### src/hdl/cdq_pkg.sv
// Shared constants, codes and interface structs for the circular deque.
// Used by cdq_ctrl and circular_deque_ring_buffer_top; no dependencies.
package cdq_pkg;

  localparam int unsigned DEPTH      = 16;
  localparam int unsigned DATA_WIDTH = 32;
  localparam int unsigned IDX_W      = (DEPTH > 1) ? $clog2(DEPTH) : 1;
  localparam int unsigned CAP_W      = $clog2(DEPTH + 1);
  localparam int unsigned CFG_W      = 5;
  localparam int unsigned OP_W       = 2;
  localparam int unsigned RES_W      = 3 + 2 * DATA_WIDTH;
  localparam int unsigned OUT_W      = ((RES_W + 7) / 8) * 8;

  typedef enum logic [OP_W-1:0] {
    OP_PUSH_FRONT = 2'd0,
    OP_PUSH_REAR  = 2'd1,
    OP_POP_FRONT  = 2'd2,
    OP_POP_REAR   = 2'd3
  } op_e;

  typedef enum logic {
    ST_IDLE = 1'b0,
    ST_LOAD = 1'b1
  } state_e;

  // RAM write and read-address request from the controller
  typedef struct packed {
    logic                  we;
    logic [IDX_W-1:0]      waddr;
    logic [DATA_WIDTH-1:0] wdata;
    logic [IDX_W-1:0]      raddr_front;
    logic [IDX_W-1:0]      raddr_rear;
  } mem_req_t;

  // registered outcome of one operation, valid while load is high
  typedef struct packed {
    logic                  load;
    logic                  ok;
    logic                  empty;
    logic                  full;
    logic                  fwd_front;
    logic                  fwd_rear;
    logic [DATA_WIDTH-1:0] fwd_data;
  } resp_t;

endpackage

### src/hdl/cdq_ram.sv
// Generic simple dual-port RAM: one write port, two registered read ports.
// Read data reflects the contents before a same-cycle write. No dependencies.
module cdq_ram #(
  parameter int unsigned DEPTH = 16,
  parameter int unsigned WIDTH = 32,
  parameter int unsigned AW    = (DEPTH > 1) ? $clog2(DEPTH) : 1
) (
  input  logic             clk_i,
  input  logic             we_i,
  input  logic [AW-1:0]    waddr_i,
  input  logic [WIDTH-1:0] wdata_i,
  input  logic [AW-1:0]    raddr_a_i,
  output logic [WIDTH-1:0] rdata_a_o,
  input  logic [AW-1:0]    raddr_b_i,
  output logic [WIDTH-1:0] rdata_b_o
);

  logic [WIDTH-1:0] mem [DEPTH];

  always_ff @(posedge clk_i) begin
    if (we_i) begin
      mem[waddr_i] <= wdata_i;
    end
  end

  always_ff @(posedge clk_i) begin
    rdata_a_o <= mem[raddr_a_i];
    rdata_b_o <= mem[raddr_b_i];
  end

endmodule

### src/hdl/cdq_ctrl.sv
// Deque controller: head/tail indices, empty flag, capacity register and
// the accept/load sequencer. Depends on cdq_pkg.
module cdq_ctrl (
  input  logic                             clk_i,
  input  logic                             rst_ni,
  input  logic                             cfg_we_i,
  input  logic [cdq_pkg::CFG_W-1:0]        cfg_wdata_i,
  input  logic                             in_valid_i,
  output logic                             in_ready_o,
  input  logic [cdq_pkg::OP_W-1:0]         in_op_i,
  input  logic [cdq_pkg::DATA_WIDTH-1:0]   in_value_i,
  input  logic                             out_free_i,
  output cdq_pkg::mem_req_t                mem_req_o,
  output cdq_pkg::resp_t                   resp_o
);
  import cdq_pkg::*;

  state_e               state_q, state_d;
  logic [IDX_W-1:0]     head_q, head_d, tail_q, tail_d;
  logic                 empty_q, empty_d;
  logic [CFG_W-1:0]     cfg_q;
  logic [CAP_W-1:0]     cap;
  logic                 accept;
  logic                 load;
  logic                 ok, full_now, full_after;
  logic                 we;
  logic [IDX_W-1:0]     waddr;
  logic                 ok_q, empty_r_q, full_r_q, fwd_front_q, fwd_rear_q;
  logic [DATA_WIDTH-1:0] val_q;
  op_e                  op;

  function automatic logic [IDX_W-1:0] step_up(logic [IDX_W-1:0] i, logic [CAP_W-1:0] c);
    logic [CAP_W:0] nxt;
    nxt = (CAP_W+1)'(i) + (CAP_W+1)'(1);
    return (nxt >= (CAP_W+1)'(c)) ? '0 : IDX_W'(nxt);
  endfunction

  function automatic logic [IDX_W-1:0] step_down(logic [IDX_W-1:0] i, logic [CAP_W-1:0] c);
    logic [CAP_W-1:0] top;
    top = c - CAP_W'(1);
    return (i == '0) ? IDX_W'(top) : i - IDX_W'(1);
  endfunction

  // clamp capacity: zero acts as one, above depth acts as depth
  always_comb begin
    if (cfg_q == '0) begin
      cap = CAP_W'(1);
    end else if (32'(cfg_q) > 32'(DEPTH)) begin
      cap = CAP_W'(DEPTH);
    end else begin
      cap = CAP_W'(cfg_q);
    end
  end

  assign op       = op_e'(in_op_i);
  assign accept   = in_valid_i && in_ready_o;
  assign full_now = !empty_q && (head_q == step_up(tail_q, cap));

  always_comb begin
    head_d  = head_q;
    tail_d  = tail_q;
    empty_d = empty_q;
    ok      = 1'b0;
    we      = 1'b0;
    waddr   = '0;
    unique case (op)
      OP_PUSH_FRONT, OP_PUSH_REAR: begin
        if (empty_q) begin
          head_d  = '0;
          tail_d  = '0;
          empty_d = 1'b0;
          ok      = 1'b1;
          we      = 1'b1;
        end else if (!full_now) begin
          ok = 1'b1;
          we = 1'b1;
          if (op == OP_PUSH_FRONT) begin
            head_d = step_down(head_q, cap);
            waddr  = head_d;
          end else begin
            tail_d = step_up(tail_q, cap);
            waddr  = tail_d;
          end
        end
      end
      OP_POP_FRONT, OP_POP_REAR: begin
        if (!empty_q) begin
          ok = 1'b1;
          if (head_q == tail_q) begin
            head_d  = '0;
            tail_d  = '0;
            empty_d = 1'b1;
          end else if (op == OP_POP_FRONT) begin
            head_d = step_up(head_q, cap);
          end else begin
            tail_d = step_down(tail_q, cap);
          end
        end
      end
      default: ;
    endcase
    full_after = !empty_d && (head_d == step_up(tail_d, cap));
  end

  // next state
  always_comb begin
    state_d = state_q;
    unique case (state_q)
      ST_IDLE: if (accept) state_d = ST_LOAD;
      ST_LOAD: state_d = ST_IDLE;
      default: state_d = ST_IDLE;
    endcase
  end

  // sequencer outputs
  always_comb begin
    in_ready_o = 1'b0;
    load       = 1'b0;
    unique case (state_q)
      ST_IDLE: in_ready_o = out_free_i;
      ST_LOAD: load       = 1'b1;
      default: ;
    endcase
  end

  always_ff @(posedge clk_i or negedge rst_ni) begin
    if (!rst_ni) begin
      state_q <= ST_IDLE;
      head_q  <= '0;
      tail_q  <= '0;
      empty_q <= 1'b1;
      cfg_q   <= CFG_W'(DEPTH);
    end else begin
      state_q <= state_d;
      if (cfg_we_i) begin
        // capacity change drops all entries
        cfg_q   <= cfg_wdata_i;
        head_q  <= '0;
        tail_q  <= '0;
        empty_q <= 1'b1;
      end else if (accept) begin
        head_q  <= head_d;
        tail_q  <= tail_d;
        empty_q <= empty_d;
      end
    end
  end

  // result flags and forwarding of the value written in the accept cycle
  always_ff @(posedge clk_i) begin
    if (accept) begin
      ok_q        <= ok;
      empty_r_q   <= empty_d;
      full_r_q    <= full_after;
      fwd_front_q <= we && (waddr == head_d);
      fwd_rear_q  <= we && (waddr == tail_d);
      val_q       <= in_value_i;
    end
  end

  assign mem_req_o = '{
    we:          accept && we,
    waddr:       waddr,
    wdata:       in_value_i,
    raddr_front: head_d,
    raddr_rear:  tail_d
  };

  assign resp_o = '{
    load:      load,
    ok:        ok_q,
    empty:     empty_r_q,
    full:      full_r_q,
    fwd_front: fwd_front_q,
    fwd_rear:  fwd_rear_q,
    fwd_data:  val_q
  };

  a_head_in_range: assert property (@(posedge clk_i) disable iff (!rst_ni)
    (CAP_W+1)'(head_q) < (CAP_W+1)'(cap) && (CAP_W+1)'(tail_q) < (CAP_W+1)'(cap))
    else $error("deque index outside capacity");

  a_empty_indices: assert property (@(posedge clk_i) disable iff (!rst_ni)
    empty_q |-> (head_q == '0 && tail_q == '0))
    else $error("empty deque with nonzero index");

  a_load_after_accept: assert property (@(posedge clk_i) disable iff (!rst_ni)
    accept |=> resp_o.load && !in_ready_o)
    else $error("accepted beat not followed by load");

endmodule

### src/hdl/circular_deque_ring_buffer_top.sv
// Top level of the circular deque: stream ports, ring RAM and output register.
// Depends on cdq_pkg, cdq_ram and cdq_ctrl.

// Double-ended queue of up to DEPTH (16) 32-bit entries held in a ring RAM.
// Each input beat carries an operation in s_tuser_i (0 push front, 1 push
// rear, 2 pop front, 3 pop rear) and a push value in s_tdata_i; each beat
// yields one output beat with success, empty/full and the front and rear
// values after the operation (all ones when empty). The accept cycle
// updates the indices, writes the RAM and launches both reads, and the
// next cycle moves the registered read data into the output register; with
// the output drained, a new beat is taken once the previous one is loaded.
// Writing cfg_wdata_i (capacity, 0 acts as 1, above 16 acts as 16) empties
// the deque. Reset needs no clearing pass.
module circular_deque_ring_buffer_top (
  input  logic                          clk_i,
  input  logic                          rst_ni,
  input  logic                          cfg_we_i,
  input  logic [cdq_pkg::CFG_W-1:0]     cfg_wdata_i,    // capacity_in_use
  input  logic                          s_tvalid_i,
  output logic                          s_tready_o,
  input  logic [cdq_pkg::DATA_WIDTH-1:0] s_tdata_i,     // [31:0] push_value
  input  logic [cdq_pkg::OP_W-1:0]      s_tuser_i,      // [1:0] opcode
  output logic                          m_tvalid_o,
  input  logic                          m_tready_i,
  // [0] success, [1] is_empty, [2] is_full, [34:3] front_value,
  // [66:35] rear_value, rest zero
  output logic [cdq_pkg::OUT_W-1:0]     m_tdata_o
);
  import cdq_pkg::*;

  mem_req_t              mem_req;
  resp_t                 resp;
  logic [DATA_WIDTH-1:0] rd_front, rd_rear;
  logic [DATA_WIDTH-1:0] front_val, rear_val;
  logic                  out_valid_q, out_valid_d;
  logic [OUT_W-1:0]      out_data_q;

  cdq_ctrl u_ctrl (
    .clk_i       (clk_i),
    .rst_ni      (rst_ni),
    .cfg_we_i    (cfg_we_i),
    .cfg_wdata_i (cfg_wdata_i),
    .in_valid_i  (s_tvalid_i),
    .in_ready_o  (s_tready_o),
    .in_op_i     (s_tuser_i),
    .in_value_i  (s_tdata_i),
    .out_free_i  (!out_valid_q || m_tready_i),
    .mem_req_o   (mem_req),
    .resp_o      (resp)
  );

  cdq_ram #(
    .DEPTH (DEPTH),
    .WIDTH (DATA_WIDTH)
  ) u_ram (
    .clk_i     (clk_i),
    .we_i      (mem_req.we),
    .waddr_i   (mem_req.waddr),
    .wdata_i   (mem_req.wdata),
    .raddr_a_i (mem_req.raddr_front),
    .rdata_a_o (rd_front),
    .raddr_b_i (mem_req.raddr_rear),
    .rdata_b_o (rd_rear)
  );

  // RAM returns pre-write data, so take the pushed value where it landed
  always_comb begin
    if (resp.empty) begin
      front_val = '1;
      rear_val  = '1;
    end else begin
      front_val = resp.fwd_front ? resp.fwd_data : rd_front;
      rear_val  = resp.fwd_rear  ? resp.fwd_data : rd_rear;
    end
  end

  always_comb begin
    out_valid_d = out_valid_q;
    if (resp.load) begin
      out_valid_d = 1'b1;
    end else if (m_tready_i) begin
      out_valid_d = 1'b0;
    end
  end

  always_ff @(posedge clk_i or negedge rst_ni) begin
    if (!rst_ni) begin
      out_valid_q <= 1'b0;
    end else begin
      out_valid_q <= out_valid_d;
    end
  end

  always_ff @(posedge clk_i) begin
    if (resp.load) begin
      out_data_q <= OUT_W'({rear_val, front_val, resp.full, resp.empty, resp.ok});
    end
  end

  assign m_tvalid_o = out_valid_q;
  assign m_tdata_o  = out_data_q;

  a_load_into_free: assert property (@(posedge clk_i) disable iff (!rst_ni)
    resp.load |-> (!out_valid_q || m_tready_i))
    else $error("result loaded over an undelivered beat");

  a_empty_not_full: assert property (@(posedge clk_i) disable iff (!rst_ni)
    resp.load |-> !(resp.empty && resp.full))
    else $error("deque reported both empty and full");

  a_fwd_only_on_success: assert property (@(posedge clk_i) disable iff (!rst_ni)
    (resp.load && (resp.fwd_front || resp.fwd_rear)) |-> resp.ok)
    else $error("forwarded a value from a failed push");

endmodule
### config.mk
export PLATFORM = sky130hd
export DESIGN_NAME = circular_deque_ring_buffer_top
export DESIGN_NICKNAME = d
export VERILOG_FILES = /design/src/hdl/cdq_pkg.sv /design/src/hdl/cdq_ram.sv /design/src/hdl/cdq_ctrl.sv /design/src/hdl/circular_deque_ring_buffer_top.sv
export SDC_FILE = /design/constraint.sdc
export NUM_CORES = 1
export LEC_CHECK = 0
export ABC_CLOCK_PERIOD_IN_PS = 6700
export BUFFER_PORTS_ARGS = -buffer_cell sky130_fd_sc_hd__buf_2
export CAP_MARGIN = 10
export CELL_PAD_IN_SITES_DETAIL_PLACEMENT = 0
export CELL_PAD_IN_SITES_GLOBAL_PLACEMENT = 2
export CORE_MARGIN = 2
export CORE_UTILIZATION = 40
export CTS_BUF_LIST = sky130_fd_sc_hd__clkbuf_8
export CTS_CLUSTER_SIZE = 12
export DETAILED_ROUTE_END_ITERATION = 12
export PLACE_DENSITY = 0.76
export SYNTH_ARGS = -nofsm -noshare
export SYNTH_HDL_FRONTEND = slang
export SYNTH_SLANG_ARGS = --single-unit
export TNS_END_PERCENT = 5
### constraint.sdc
create_clock -name clk_i -period 6.7 [get_ports clk_i]
set_input_delay 0.335 -clock clk_i [delete_from_list [all_inputs] [get_ports clk_i]]
set_output_delay 0.335 -clock clk_i [all_outputs]
set_load 0.02 [all_outputs]
==> results.toml, run 1 <==
[grt]
grt_max_degree = 194
overflow = 0
antenna_found_initial = 4
grt_pass1_wl_um = 152800
grt_pass1_vias = 24200
grt.total_usage_pct = 24.36

[power_and_ir_drop]
p_comb_share_pct = 16.0
p_switching_w = 0.002949
sequentialPowerShare_pct = 49.6
p_clk_share_pct = 34.5
swShare_pct = 29.05
p_int_w = 0.007203
pwr_density_cell_mw_per_mm2 = 276.7
irDropWorstVdd_mv = 0.1532
p_leak_nw = 13.03

[clocking]
numCtsBuffers = 116
cts-root-buf = "clkbuf_8"
tritoncts = "yes"
clockBufferDepth = 3
worstSkewPairLatency_ns = 0.76
htree_levels = 3
cts_sinks = 696
path_clk_slew_ns = 0.06

[sta]
skew_ns = 0.04014
timing.final.ws_setup_ns = 1.277
min_period_ns = 5.423
hold_violations = 0
rsz0062_at_grt = "no"
tns_ns = 0
worst_pin_slew_ns = 1.248
report.final.slew_viol_count = 0
maxClockFrequency_ghz = 0.1844
fin_crit_sh_pct = 80.95
slew_headroom_pct = 14.65
setup_viol = 0

[min_path]
min_path_type = "in2async"

[setup_path]
crit_required_ns = 7.19
cp.arrival_ns = 5.92
max_stage_delay_ns = 0.64
cp-endpoint = "u_ctrl.full_r_q$_DFFE_PP_"
slowest_stage = "dfrtp_1"
critPathTopFamily = "compound AO/OA/AOI/OAI gates"
crit_top_cell = "ha_1"
reg2reg_depth = 21
regToRegEndpoint = "u_ctrl.full_r_q$_DFFE_PP_"
path_class = "reg2reg"
path_buf_inv = 1
cp-startpoint = "u_ctrl.tail_q[0]$_DFFE_PN0P_"
cp_cell_sequence = "ha_1 > xor2_2 > ha_1 > nand4_1 > o21ai_0 > o31a_1 > o211a_1 > and2_4 > o211ai_1 > o311a_4 > nor2_1 > xnor2_1 > inv_1 > ha_1 > o21ai_0 > nand2b_1 > a21oi_1 > a211oi_1 > a31oi_1 > a21o_1 > a31oi_1"
path_depth = 21
endpoint_kind = "flop"
worstPathMaxFanout = 22
reg2reg_from = "u_ctrl.tail_q[0]$_DFFE_PN0P_"
regToRegSetupSlack_ns = 1.28
start_kind = "flop"

[logic_synthesis]
synth_cell_types = 69
seq_area_frac_synth_pct = 61.87
ys_warn_count = 0
synth_edf_count = 616
synth_top_cells_by_area = "edfxtp_1 57%, nand2_1 9.5%, dfxtp_1 3.9%, a31oi_1 3.1%, a211oi_1 3.1%"
synth_top_cell_area_share_pct = 56.70
syn_area_per_cell_um2 = 11.00
synthTopCellsByCount = "829 x nand2_1, 616 x edfxtp_1, 164 x a31oi_1"
synth.cell_area_mm2 = 0.03262
ys_dominant_reg_cell = "edfxtp_1"
synthArstFlopShare_pct = 2.299
netlist_instances = 2966
yosysTopAreaCell = "edfxtp_1"
synth_seq_cells = 696
yosysMostFrequentCell = "nand2_1"

[detailed_routing]
wl_um = 103000
wl_per_cell_um = 24.44
vias = 24370
dr.first_iter.drc_count = 2553
drc = 0
ant_nets = 0
firstDrtPassIters = 6
vias_per_cell = 5.784

[floorplan]
fp.dieArea_mm2 = 0.08385
chipWidth_um = 289.6
rows = 104
boundaryPins = 118
initial_core_util_pct = 40.43
coreArea_mm2 = 0.08068
die_h_um = 289.6

[layout]
fillers = 7530
final_cell_area_mm2 = 0.03669
drive_gt1_share_pct = 11.62
multi_input_area_mm2 = 0.01135
syn2layout_area_growth_pct = 12.47
seq_area_mm2 = 0.02019
nets = 3112

[place]
dp_hpwl_um = 54800
pre_cts_ws_ns = 1.382
placed_area_mm2 = 0.03411
portBuffers = 112
gp_congestion = 0.8853

[flow_run]
drv_cap = 0

[run_status]
status = "complete, no violations"
==> routing by layer <==
metal	wire length, um	global-route usage, %	share of wire (%)	vias to the layer above
met4	2377	7.372	2.3	0
met3	6630	3.171	6.4	176
met5	0	0	0	-
met1	44330	33.11	43	12110
met2	49650	40.78	48	968
li1	-	-	-	11120
==> worst min-delay path by stage <==
stage	from	end	slack (ns)
after global placement	rst_ni	u_ctrl.tail_q[3]$_DFFE_PN0P_	0.29
after global routing	rst_ni	u_ctrl.tail_q[3]$_DFFE_PN0P_	0.11
final	rst_ni	u_ctrl.cfg_q[0]$_DFFE_PN0P_	0.06
after CTS	rst_ni	u_ctrl.tail_q[3]$_DFFE_PN0P_	0.02
after floorplan	rst_ni	m_tvalid_o$_DFFE_PN0P_	0.04
after detailed placement	rst_ni	u_ctrl.tail_q[3]$_DFFE_PN0P_	0.30
==> cells by family (layout without fill, tap and decap cells) <==
group                      after synthesis  in the layout  share of synthesized area [%]
and+or+nand+nor                       1317           1317                          18.00
other                                    1              8                        0.01150
buffers and inverters                  267            448                          3.985
DFF                                    696            696                          61.87
xor gates and xnor gates                23             23                         0.6636
adders and majority gates               21             21                         0.8055
muxes                                   11             11                         0.3605
AOI/OAI and AO/OA                      630            630                          14.31
==> power groups by stage <==
| stage | Clock [W] | Sequential (W) | Combinational [W] |
|---|---|---|---|
| 2_1_floorplan | 0 | 0.00513 | 0.00105 |
| 3_3_place_gp | 0 | 0.00512 | 0.00159 |
| 3_5_place_dp | 0 | 0.00512 | 0.00159 |
| 4_1_cts | 0.00358 | 0.00503 | 0.00162 |
| 5_1_grt | 0.00376 | 0.00505 | 0.00177 |
| 6_report | 0.00350 | 0.00503 | 0.00162 |
==> flip-flops by register name (all words and copies together) (netlist names), 4 cells and up <==
name / cells
u_ram.mem: 512
u_ctrl.val_q: 32
u_ctrl.tail_q: 4
m_tdata_o: 67
u_ram.rdata_b_o: 32
u_ram.rdata_a_o: 32
u_ctrl.head_q: 4
u_ctrl.cfg_q: 5
==> repair_timing <==
action,in CTS,in global routing
hold buffers,42,0
setup buffers,0,0
gates resized for setup,0,0
hold endpoints to repair,556,0
==> through the flow <==
stage               hold slack [ns]  cells  power [W]  util, %
finish                      0.06180   4214    0.01015    45.48
global route                 0.1112   4214    0.01058    45.48
CTS                         0.02434   4211    0.01023    45.47
detailed placement           0.2958   3947   0.006711    42.28
global placement             0.2893   3947   0.006709    42.28
floorplan                   0.03941   2970   0.006183        -
==> layout make-up <==
| class | count | share of cell area (%) |
|---|---|---|
| Inverter | 16 | 0.1841 |
| Tap cell | 1060 | 3.615 |
| Sequential cell | 696 | 55.02 |
| Clock inverter | 99 | 1.255 |
| Antenna cell | 3 | 0.02046 |
| Timing Repair Buffer | 210 | 4.365 |
| Clock buffer | 123 | 4.614 |
| Multi-Input combinational cell | 2007 | 30.93 |
==> cell usage in the layout, fill, tap and decap left out, types with 42 or more instances in the layout <==
cell | synthesis | layout
a211o_1 | 66 | 66
a211oi_1 | 136 | 136
a21oi_1 | 50 | 49
a22oi_1 | 65 | 65
a311oi_1 | 97 | 97
a31oi_1 | 164 | 164
and2_1 | 130 | 129
and3_1 | 68 | 68
buf_2 | 99 | 112
clkbuf_8 | 0 | 123
dfxtp_1 | 64 | 64
dlygate4sd3_1 | 0 | 42
edfxtp_1 | 616 | 616
inv_1 | 15 | 65
nand2_1 | 829 | 829
nand3_1 | 142 | 142
nor2b_1 | 70 | 69
(Power assumes the default switching activity.)
==> run 2, diff against run 1 <==
--- a/config.mk
+++ b/config.mk
@@ -5,7 +5,8 @@
 export SDC_FILE = /design/constraint.sdc
 export NUM_CORES = 1
 export LEC_CHECK = 0
-export ABC_CLOCK_PERIOD_IN_PS = 6700
+export ABC_AREA = 1
+export ABC_CLOCK_PERIOD_IN_PS = 5200
 export BUFFER_PORTS_ARGS = -buffer_cell sky130_fd_sc_hd__buf_2
 export CAP_MARGIN = 10
 export CELL_PAD_IN_SITES_DETAIL_PLACEMENT = 0
@@ -15,7 +16,7 @@
 export CTS_BUF_LIST = sky130_fd_sc_hd__clkbuf_8
 export CTS_CLUSTER_SIZE = 12
 export DETAILED_ROUTE_END_ITERATION = 12
-export PLACE_DENSITY = 0.76
+export PLACE_DENSITY = 0.8
 export SYNTH_ARGS = -nofsm -noshare
 export SYNTH_HDL_FRONTEND = slang
 export SYNTH_SLANG_ARGS = --single-unit
==> constraint.sdc (replaced) <==
create_clock -name clk_i -period 5.2 [get_ports clk_i]
set_input_delay 0.26 -clock clk_i [delete_from_list [all_inputs] [get_ports clk_i]]
set_output_delay 0.26 -clock clk_i [all_outputs]
set_load 0.02 [all_outputs]
==> results.toml, run 2 <==
[sta]
fin_crit_sh_pct = 90.69
report.final.slew_viol_count = 0
worst_pin_slew_ns = 1.039
tns_ns = 0
rsz0062_at_grt = "no"
setup_viol = 0
maxClockFrequency_ghz = 0.2120
slew_headroom_pct = 30.74
holdWs_ns = 0.05169
hold_violations = 0
min_period_ns = 4.716
skew_ns = 0.03857

[clocking]
cts-root-buf = "clkbuf_8"
tritoncts = "yes"
path_clk_slew_ns = 0.06
htree_levels = 3
cts_sinks = 696
worstSkewPairLatency_ns = 0.78
numCtsBuffers = 121
postCtsSetupRepairBufs = 0
clockBufferDepth = 3

[logic_synthesis]
synth_cell_types = 39
seq_area_frac_synth_pct = 59.55
yosysTopAreaCell = "edfxtp_1"
ys_warn_count = 0
synthArstFlopShare_pct = 2.299
synthTopCellsByCount = "951 x nand2_1, 701 x nand3_1, 616 x edfxtp_1"
yosysMostFrequentCell = "nand2_1"
syn_area_per_cell_um2 = 9.255
synth_top_cell_area_share_pct = 54.58
ys_dominant_reg_cell = "edfxtp_1"
synth.cell_area_mm2 = 0.03389
netlist_instances = 3662
synth_edf_count = 616
synth_top_cells_by_area = "edfxtp_1 55%, nand2_1 11%, nand3_1 10%, inv_1 5.5%, o211ai_1 4.9%"
synth_seq_cells = 696

[place]
gp_congestion = 0.8720
portBuffers = 112
dp.cells = 4741
dp_hpwl_um = 63860

[layout]
top_register = "u_ram.mem"
syn2layout_area_growth_pct = 14.38
drive_gt1_share_pct = 10.18
seq_area_mm2 = 0.02019
multi_input_area_mm2 = 0.01088
largest_reg_flops = 512
layout_common_cells = "945 x nand2_1, 701 x nand3_1, 616 x edfxtp_1"
nets = 3847
fillers = 7857
stdcell_count = 5027
layout_commonest_cell = "nand2_1"

[power_and_ir_drop]
p_int_w = 0.009834
p_switching_w = 0.004526
p_total_w = 0.01436
p_leak_nw = 15.79
sequentialPowerShare_pct = 45.7
p_clk_share_pct = 34.6
irDropWorstVdd_mv = 0.1967
swShare_pct = 31.52
p_comb_share_pct = 19.7
pwr_density_cell_mw_per_mm2 = 370.4

[detailed_routing]
vias_per_cell = 5.489
ant_nets = 0
firstDrtPassIters = 6
wl_per_cell_um = 23.70
drc = 0
vias = 27590
dr.first_iter.drc_count = 2897
wl_um = 119100

[setup_path]
max_stage_delay_ns = 0.49
regToRegEndpoint = "u_ctrl.full_r_q$_DFFE_PP_"
crit_required_ns = 5.70
endpoint_kind = "flop"
reg2reg_from = "u_ctrl.tail_q[1]$_DFFE_PN0P_"
reg2reg_depth = 31
cp.arrival_ns = 5.22
critPathTopFamily = "simple AND/OR/NAND/NOR gates"
path_class = "reg2reg"
crit_top_cell = "nand2_1"
regToRegSetupSlack_ns = 0.48
start_kind = "flop"
path_buf_inv = 4
slowest_stage = "dfrtp_1"
worstPathMaxFanout = 12

[flow_run]
drv_cap = 0

[floorplan]
die_h_um = 295.1
rows = 106
boundaryPins = 118
initial_core_util_pct = 40.43
chipWidth_um = 295.1
fp.dieArea_mm2 = 0.08707
coreArea_mm2 = 0.08382

[grt]
grt_max_degree = 170
grt.total_usage_pct = 27.16
grt_pass1_vias = 26630
overflow = 0
antenna_found_initial = 7
grt_pass1_wl_um = 173400

[run_status]
status = "complete, no violations"

[min_path]
min_path_type = "in2async"
run 2: changes by cell type after synthesis, sizes merged, moves of 68 or more:
cell | before | now
and3 | 68 | 0
o211ai | 4 | 223
o21ai | 14 | 131
nand2 | 829 | 956
a311oi | 98 | 0
a211oi | 136 | 0
nor2b | 70 | 0
a31oi | 164 | 1
inv | 15 | 506
nand3 | 142 | 702
and2 | 132 | 1
run 2: kinds of logic (layout without fill, tap and decap cells):
| family | after synthesis | count (layout) | synth area share [%] |
|---|---|---|---|
| XOR/XNOR | 11 | 11 | 0.2843 |
| adder cells (fa/ha/maj) | 21 | 21 | 0.7753 |
| AND/OR/NAND/NOR | 1724 | 1724 | 21.93 |
| other | 1 | 8 | 0.01107 |
| flip-flops | 696 | 696 | 59.55 |
| AO/OA/AOI/OAI | 456 | 456 | 8.510 |
| buffers and inverters | 753 | 977 | 8.942 |
run 2: metrics by stage:
stage,utilization [%],worst slack [ns],cell area (um^2)
global route,46.25,0.03274,38760
global placement,42.75,0.4487,35830
finish,46.25,0.4839,38760
floorplan,-,0.7346,33910
CTS,46.23,0.4096,38750
detailed placement,42.75,0.4723,35830
run 2: what timing repair did:
item | 4_1_cts | 5_1_grt
setup endpoints to repair | 0 | 1
hold buffers | 52 | 0
hold endpoints to repair | 568 | 0
resized for setup | 0 | 2
run 2: layout make-up:
cell class | count | area share (%)
Sequential cell | 696 | 52.08
Timing Repair Buffer | 235 | 5.003
Antenna cell | 3 | 0.01937
Clock inverter | 98 | 1.475
Multi-Input combinational cell | 2217 | 28.07
Clock buffer | 133 | 4.722
Tap cell | 1134 | 3.660
Inverter | 511 | 4.974
run 2: worst max-delay path by stage:
stage,start,endpoint,slack [ns],cells past startpoint
after floorplan,u_ctrl.tail_q[0]$_DFFE_PN0P_,u_ctrl.full_r_q$_DFFE_PP_,0.73,34
after global placement,u_ctrl.tail_q[0]$_DFFE_PN0P_,u_ctrl.full_r_q$_DFFE_PP_,0.45,33
after detailed placement,u_ctrl.tail_q[0]$_DFFE_PN0P_,u_ctrl.full_r_q$_DFFE_PP_,0.47,32
after CTS,u_ctrl.tail_q[0]$_DFFE_PN0P_,u_ctrl.full_r_q$_DFFE_PP_,0.41,33
after global routing,u_ctrl.tail_q[1]$_DFFE_PN0P_,u_ctrl.full_r_q$_DFFE_PP_,0.03,33
final,u_ctrl.tail_q[1]$_DFFE_PN0P_,u_ctrl.full_r_q$_DFFE_PP_,0.48,31
run 2: power by group through the flow:
| stage | combinational (W) | clock (W) | sequential [W] |
|---|---|---|---|
| 2_1_floorplan | 0.00168 | 0 | 0.00668 |
| 3_3_place_gp | 0.00275 | 0 | 0.00667 |
| 3_5_place_dp | 0.00277 | 0 | 0.00667 |
| 4_1_cts | 0.00282 | 0.00507 | 0.00656 |
| 5_1_grt | 0.00309 | 0.00532 | 0.00658 |
| 6_report | 0.00283 | 0.00497 | 0.00656 |
run 2: worst register-to-register path, delay by kind of cell, from the launching register on:
kind	cells	cell delay [ns]
buffers and inverters	4	0.44
flip-flops	1	0.49
adder cells (fa/ha/maj)	4	1.08
AO/OA/AOI/OAI	2	0.30
AND/OR/NAND/NOR	21	2.15
run 2: per-layer routing:
metal	share of wire [%]	wire, um	track usage [%]
met1	43	50910	37.03
met2	46	54780	43.35
met3	7.9	9428	4.473
met4	3.3	3976	10.76
met5	0.034	41	0
